<file path="src/sv/positional_list_store_macros.svh">
// ----------------------------------------------------------------------------
// Positional list store assertion macros
// Concurrent checks used by the list store RTL; empty for synthesis.
// ----------------------------------------------------------------------------
`ifndef POSITIONAL_LIST_STORE_MACROS_SVH
`define POSITIONAL_LIST_STORE_MACROS_SVH

`ifndef SYNTHESIS
// same-cycle implication
`define PLS_ASSERT_IMPLIES(label, clk, rst_n, ante, cons) \
    label: assert property (@(posedge clk) disable iff (!rst_n) (ante) |-> (cons)) \
        else $error("list store check failed");
// next-cycle implication
`define PLS_ASSERT_NEXT(label, clk, rst_n, ante, cons) \
    label: assert property (@(posedge clk) disable iff (!rst_n) (ante) |=> (cons)) \
        else $error("list store check failed");
// invariant
`define PLS_ASSERT_ALWAYS(label, clk, rst_n, cond) \
    label: assert property (@(posedge clk) disable iff (!rst_n) (cond)) \
        else $error("list store check failed");
`else
`define PLS_ASSERT_IMPLIES(label, clk, rst_n, ante, cons)
`define PLS_ASSERT_NEXT(label, clk, rst_n, ante, cons)
`define PLS_ASSERT_ALWAYS(label, clk, rst_n, cond)
`endif

`endif

</file>
<file path="src/sv/pls_pkg.sv">
// ----------------------------------------------------------------------------
// Positional list store package
// Beat types, command codes and sizing constants shared by the list store.
// ----------------------------------------------------------------------------
package pls_pkg;

    localparam int CAPACITY_DEF = 64;
    localparam int GROUP_SIZE   = 32;
    localparam int POS_W        = 7;
    localparam int WORD_W       = 32;
    localparam int COUNT_W      = 7;

    typedef enum logic [1:0] {
        CMD_APPEND = 2'd0,
        CMD_INSERT = 2'd1,
        CMD_REMOVE = 2'd2,
        CMD_READ   = 2'd3
    } cmd_t;

    typedef struct packed {
        cmd_t                     command;
        logic [POS_W-1:0]         position;
        logic signed [WORD_W-1:0] value_in;
    } req_t;

    typedef struct packed {
        logic                     ok;
        logic signed [WORD_W-1:0] value_out;
        logic [COUNT_W-1:0]       element_count;
    } rsp_t;

    // per-beat control broadcast to every cell
    typedef struct packed {
        logic shift_up;
        logic shift_down;
        logic read_en;
    } ctl_t;

endpackage

</file>
<file path="src/sv/pls_cell.sv">
// ----------------------------------------------------------------------------
// List store cell
// Holds one entry; loads the new value, its left or its right neighbor when
// the list opens or closes a gap, and offers its word when a read selects it.
// ----------------------------------------------------------------------------
module pls_cell #(
    parameter int INDEX = 0,
    parameter int CMP_W = 8
) (
    input  logic                             clk,
    input  pls_pkg::ctl_t                    ctl,
    input  logic [CMP_W-1:0]                 pos,
    input  logic signed [pls_pkg::WORD_W-1:0] value,
    input  logic signed [pls_pkg::WORD_W-1:0] left,
    input  logic signed [pls_pkg::WORD_W-1:0] right,
    output logic signed [pls_pkg::WORD_W-1:0] data,
    output logic [pls_pkg::WORD_W-1:0]        rd_word
);

    logic signed [pls_pkg::WORD_W-1:0] data_reg;
    logic signed [pls_pkg::WORD_W-1:0] data_next;
    logic                              hit;
    logic                              above;

    assign hit   = (pos == CMP_W'(INDEX));
    assign above = (CMP_W'(INDEX) > pos);

    always_comb
    begin
        data_next = data_reg;
        if (ctl.shift_up)
        begin
            if (above)
                data_next = left;
            else if (hit)
                data_next = value;
        end
        else if (ctl.shift_down)
        begin
            if (above || hit)
                data_next = right;
        end
    end

    always_ff @(posedge clk)
    begin
        data_reg <= data_next;
    end

    assign data    = data_reg;
    assign rd_word = (ctl.read_en && hit) ? data_reg : '0;

endmodule

</file>
<file path="config.mk">
export PLATFORM = sky130hd
export DESIGN_NAME = pls_cell
export DESIGN_NICKNAME = d
export VERILOG_FILES = /design/src/sv/positional_list_store_macros.svh /design/src/sv/pls_pkg.sv /design/src/sv/pls_cell.sv
export SDC_FILE = /design/constraint.sdc
export NUM_CORES = 1
export LEC_CHECK = 0
export BUFFER_PORTS_ARGS = -buffer_cell sky130_fd_sc_hd__clkbuf_2
export CORE_ASPECT_RATIO = 1.25
export CORE_MARGIN = 2
export CORE_UTILIZATION = 25
export DETAILED_ROUTE_END_ITERATION = 7
export GPL_TIMING_DRIVEN = 1
export HOLD_SLACK_MARGIN = 0.08
export RECOVER_POWER = 100
export SYNTH_ARGS = -nofsm -noshare
export SYNTH_HDL_FRONTEND = slang
export SYNTH_SLANG_ARGS = --single-unit
</file>
<file path="constraint.sdc">
create_clock -name clk -period 8.2 [get_ports clk]
set_clock_uncertainty 0.1 [all_clocks]
set_input_delay 0.82 -clock clk [delete_from_list [all_inputs] [get_ports clk]]
set_output_delay 0.82 -clock clk [all_outputs]
set_load 0.005 [all_outputs]
</file>
==> results.sh <==
export IMPL_outcome="finished with violations"
export IMPL_violations="max-capacitance violations, max-slew violations"
export IMPL_cts_buffers=5
export IMPL_io_pins=172
export IMPL_power_density_nw_per_um2=135
export IMPL_fill_cells=800
export IMPL_critPathLaunchType="input pin"
export IMPL_synthXorXnorAreaFrac=0
export IMPL_synth_top_family_by_area="simple AND/OR/NAND/NOR gates"
export IMPL_dieArea_um2=8450
export IMPL_yosys_warnings=0
export IMPL_antenna_found_initial=0
export IMPL_root_buffer="clkbuf_8"
export IMPL_path_class="in2reg"
export IMPL_wl_mm=5.27
export IMPL_synthSimpleGateAreaFrac=0.244
export IMPL_max_cap_violations=2
export IMPL_wire_per_inst_um=14.2
export IMPL_finalSetupTns_ns=0
export IMPL_syn_area_um2=1930
export IMPL_max_freq_ghz=0.245
export IMPL_synthAdderAreaFrac=0
export IMPL_cp_max_fo=33
export IMPL_drc_errors=0
export IMPL_cts_resized_gates=0
export IMPL_arrival_ns=3.86
export IMPL_critPathRequiredTime_ns=7.97
export IMPL_start_util=0.259
export IMPL_io_buffers=139
export IMPL_core_um2=7440
export IMPL_area_delta_synth_final_pct=30.5
export IMPL_setup_violations=0
export IMPL_worst_slew_pin_slew_ns=1.78
export IMPL_multi_input_area_um2=706
export IMPL_htreeDepth=2
export IMPL_largest_reg_flops=32
export IMPL_period_needed_ns=4.09
export IMPL_regArea_um2=961
export IMPL_cts_sinks=32
export IMPL_layout_commonest_cell="clkbuf_2"
export IMPL_overflow=0
export IMPL_post_route_period_util=0.498
export IMPL_viasPerCell=4.30
export IMPL_place_area_um2=2620
export IMPL_final_layout_size_suffix_gt1_frac=0.532
export IMPL_synth_cells=147
export IMPL_dpl_hpwl_mm=3.80
export IMPL_dr_pass1_iters=4
export IMPL_cts_tree="built"
export IMPL_drt_iter0_drc=40
export IMPL_grt_pass1_wl_mm=7.58
export IMPL_holdBufCountCts=0
export IMPL_grt_max_degree=34
export IMPL_slew_violations=66
export IMPL_rows=35
export IMPL_p_leak_nw=1.05
export IMPL_synth_cell_type_count=13
export IMPL_place_gp_congestion=0.741
export IMPL_postCtsSetupBuffers=0
export IMPL_syn_num_nets=255
export IMPL_grt_usage=0.122
export IMPL_chipWidth_um=82.6
export IMPL_final_cell_mix="107 x clkbuf_2, 34 x clkbuf_1, 32 x nand2_1, 32 x edfxtp_1, 31 x mux2_2"
export IMPL_rsz0062_at_grt="false"
export IMPL_ys_seq_area_frac=0.497
export IMPL_hold_path_depth=2
export IMPL_endpoint_kind="register"
export IMPL_max_vdd_ir_drop_mv=0.0561
export IMPL_hold_viol=0
export IMPL_synth_area_mux_share=0.187
export IMPL_antenna_cells=0
export IMPL_via_count=1601
export IMPL_clockBufferDepth=2
export IMPL_ys_ff_latch=32
export IMPL_die_y_um=102
export IMPL_slew_headroom=-0.187
export IMPL_min_path_type="in2reg"
export IMPL_clkSlewWorstSetupHoldPaths_ns=0.06
export IMPL_grt_pass1_vias=1535
export IMPL_syn_avg_cell_area_um2=13.1
export IMPL_synth_compound_area_frac=0
export IMPL_nNetsFinal=387
export IMPL_ant_nets=0
export IMPL_final_area_um2=2520
==> worst max-delay path, cell delays in order <==
cell and delay (ns):
clkbuf_2 0.07, or4_1 1.12, nor3_1 0.49, clkbuf_1 1.32
==> layout make-up <==
| cell class | count | share of cell area |
|---|---|---|
| clock buffers | 7 | 0.0303 |
| clock inverters | 1 | 0.00149 |
| multi-input cells | 100 | 0.280 |
| flip-flops and latches | 32 | 0.381 |
| well taps | 92 | 0.0457 |
| repair buffers | 140 | 0.262 |
==> report_power, final <==
| group | total, mW | internal, mW | switching, mW |
|---|---|---|---|
| Clock | 0.114 | 0.0590 | 0.0547 |
| Combinational | 0.0434 | 0.0254 | 0.0180 |
| Sequential | 0.182 | 0.182 | 0.000239 |
==> metrics by stage <==
step                      power, mW   util  setup WS [ns]  hold WS, ns  cells
after floorplan               0.212      -           3.90        0.940    147
after global placement        0.230  0.351           4.70         1.02    364
after detailed placement      0.231  0.351           4.71         1.03    364
after CTS                     0.349  0.362           4.71        0.731    372
after global routing          0.360  0.339           3.61        0.727    372
final                         0.339  0.339           4.11        0.748    372
==> cell usage after synthesis, drive strengths merged <==
master,n,share of area
mux2,32,0.19
nor3,33,0.17
nor2,1,0.0019
or4,2,0.0097
nand2,32,0.062
buf,11,0.065
edfxtp,32,0.50
clkbuf,4,0.0078
==> per-layer routing <==
| layer | routed length, um | track usage |
|---|---|---|
| met5 | 0 | 0 |
| met3 | 319 | 0.0265 |
| met4 | 49 | 0.0454 |
| met1 | 1970 | 0.130 |
| met2 | 2930 | 0.230 |
==> cell families (layout without fill, tap and decap cells) <==
kind of cell  after synthesis  in the layout
simple gates               68             68
mux                        32             32
flops                      32             32
buf+inv                    15            148
==> final timing paths <==
path	slack (ns)	startpoint	end
worst max-delay path	4.11	pos[7]	data[13]
worst min-delay path	0.75	right[4]	data[4]
Power figures use the tool's default switching activity.
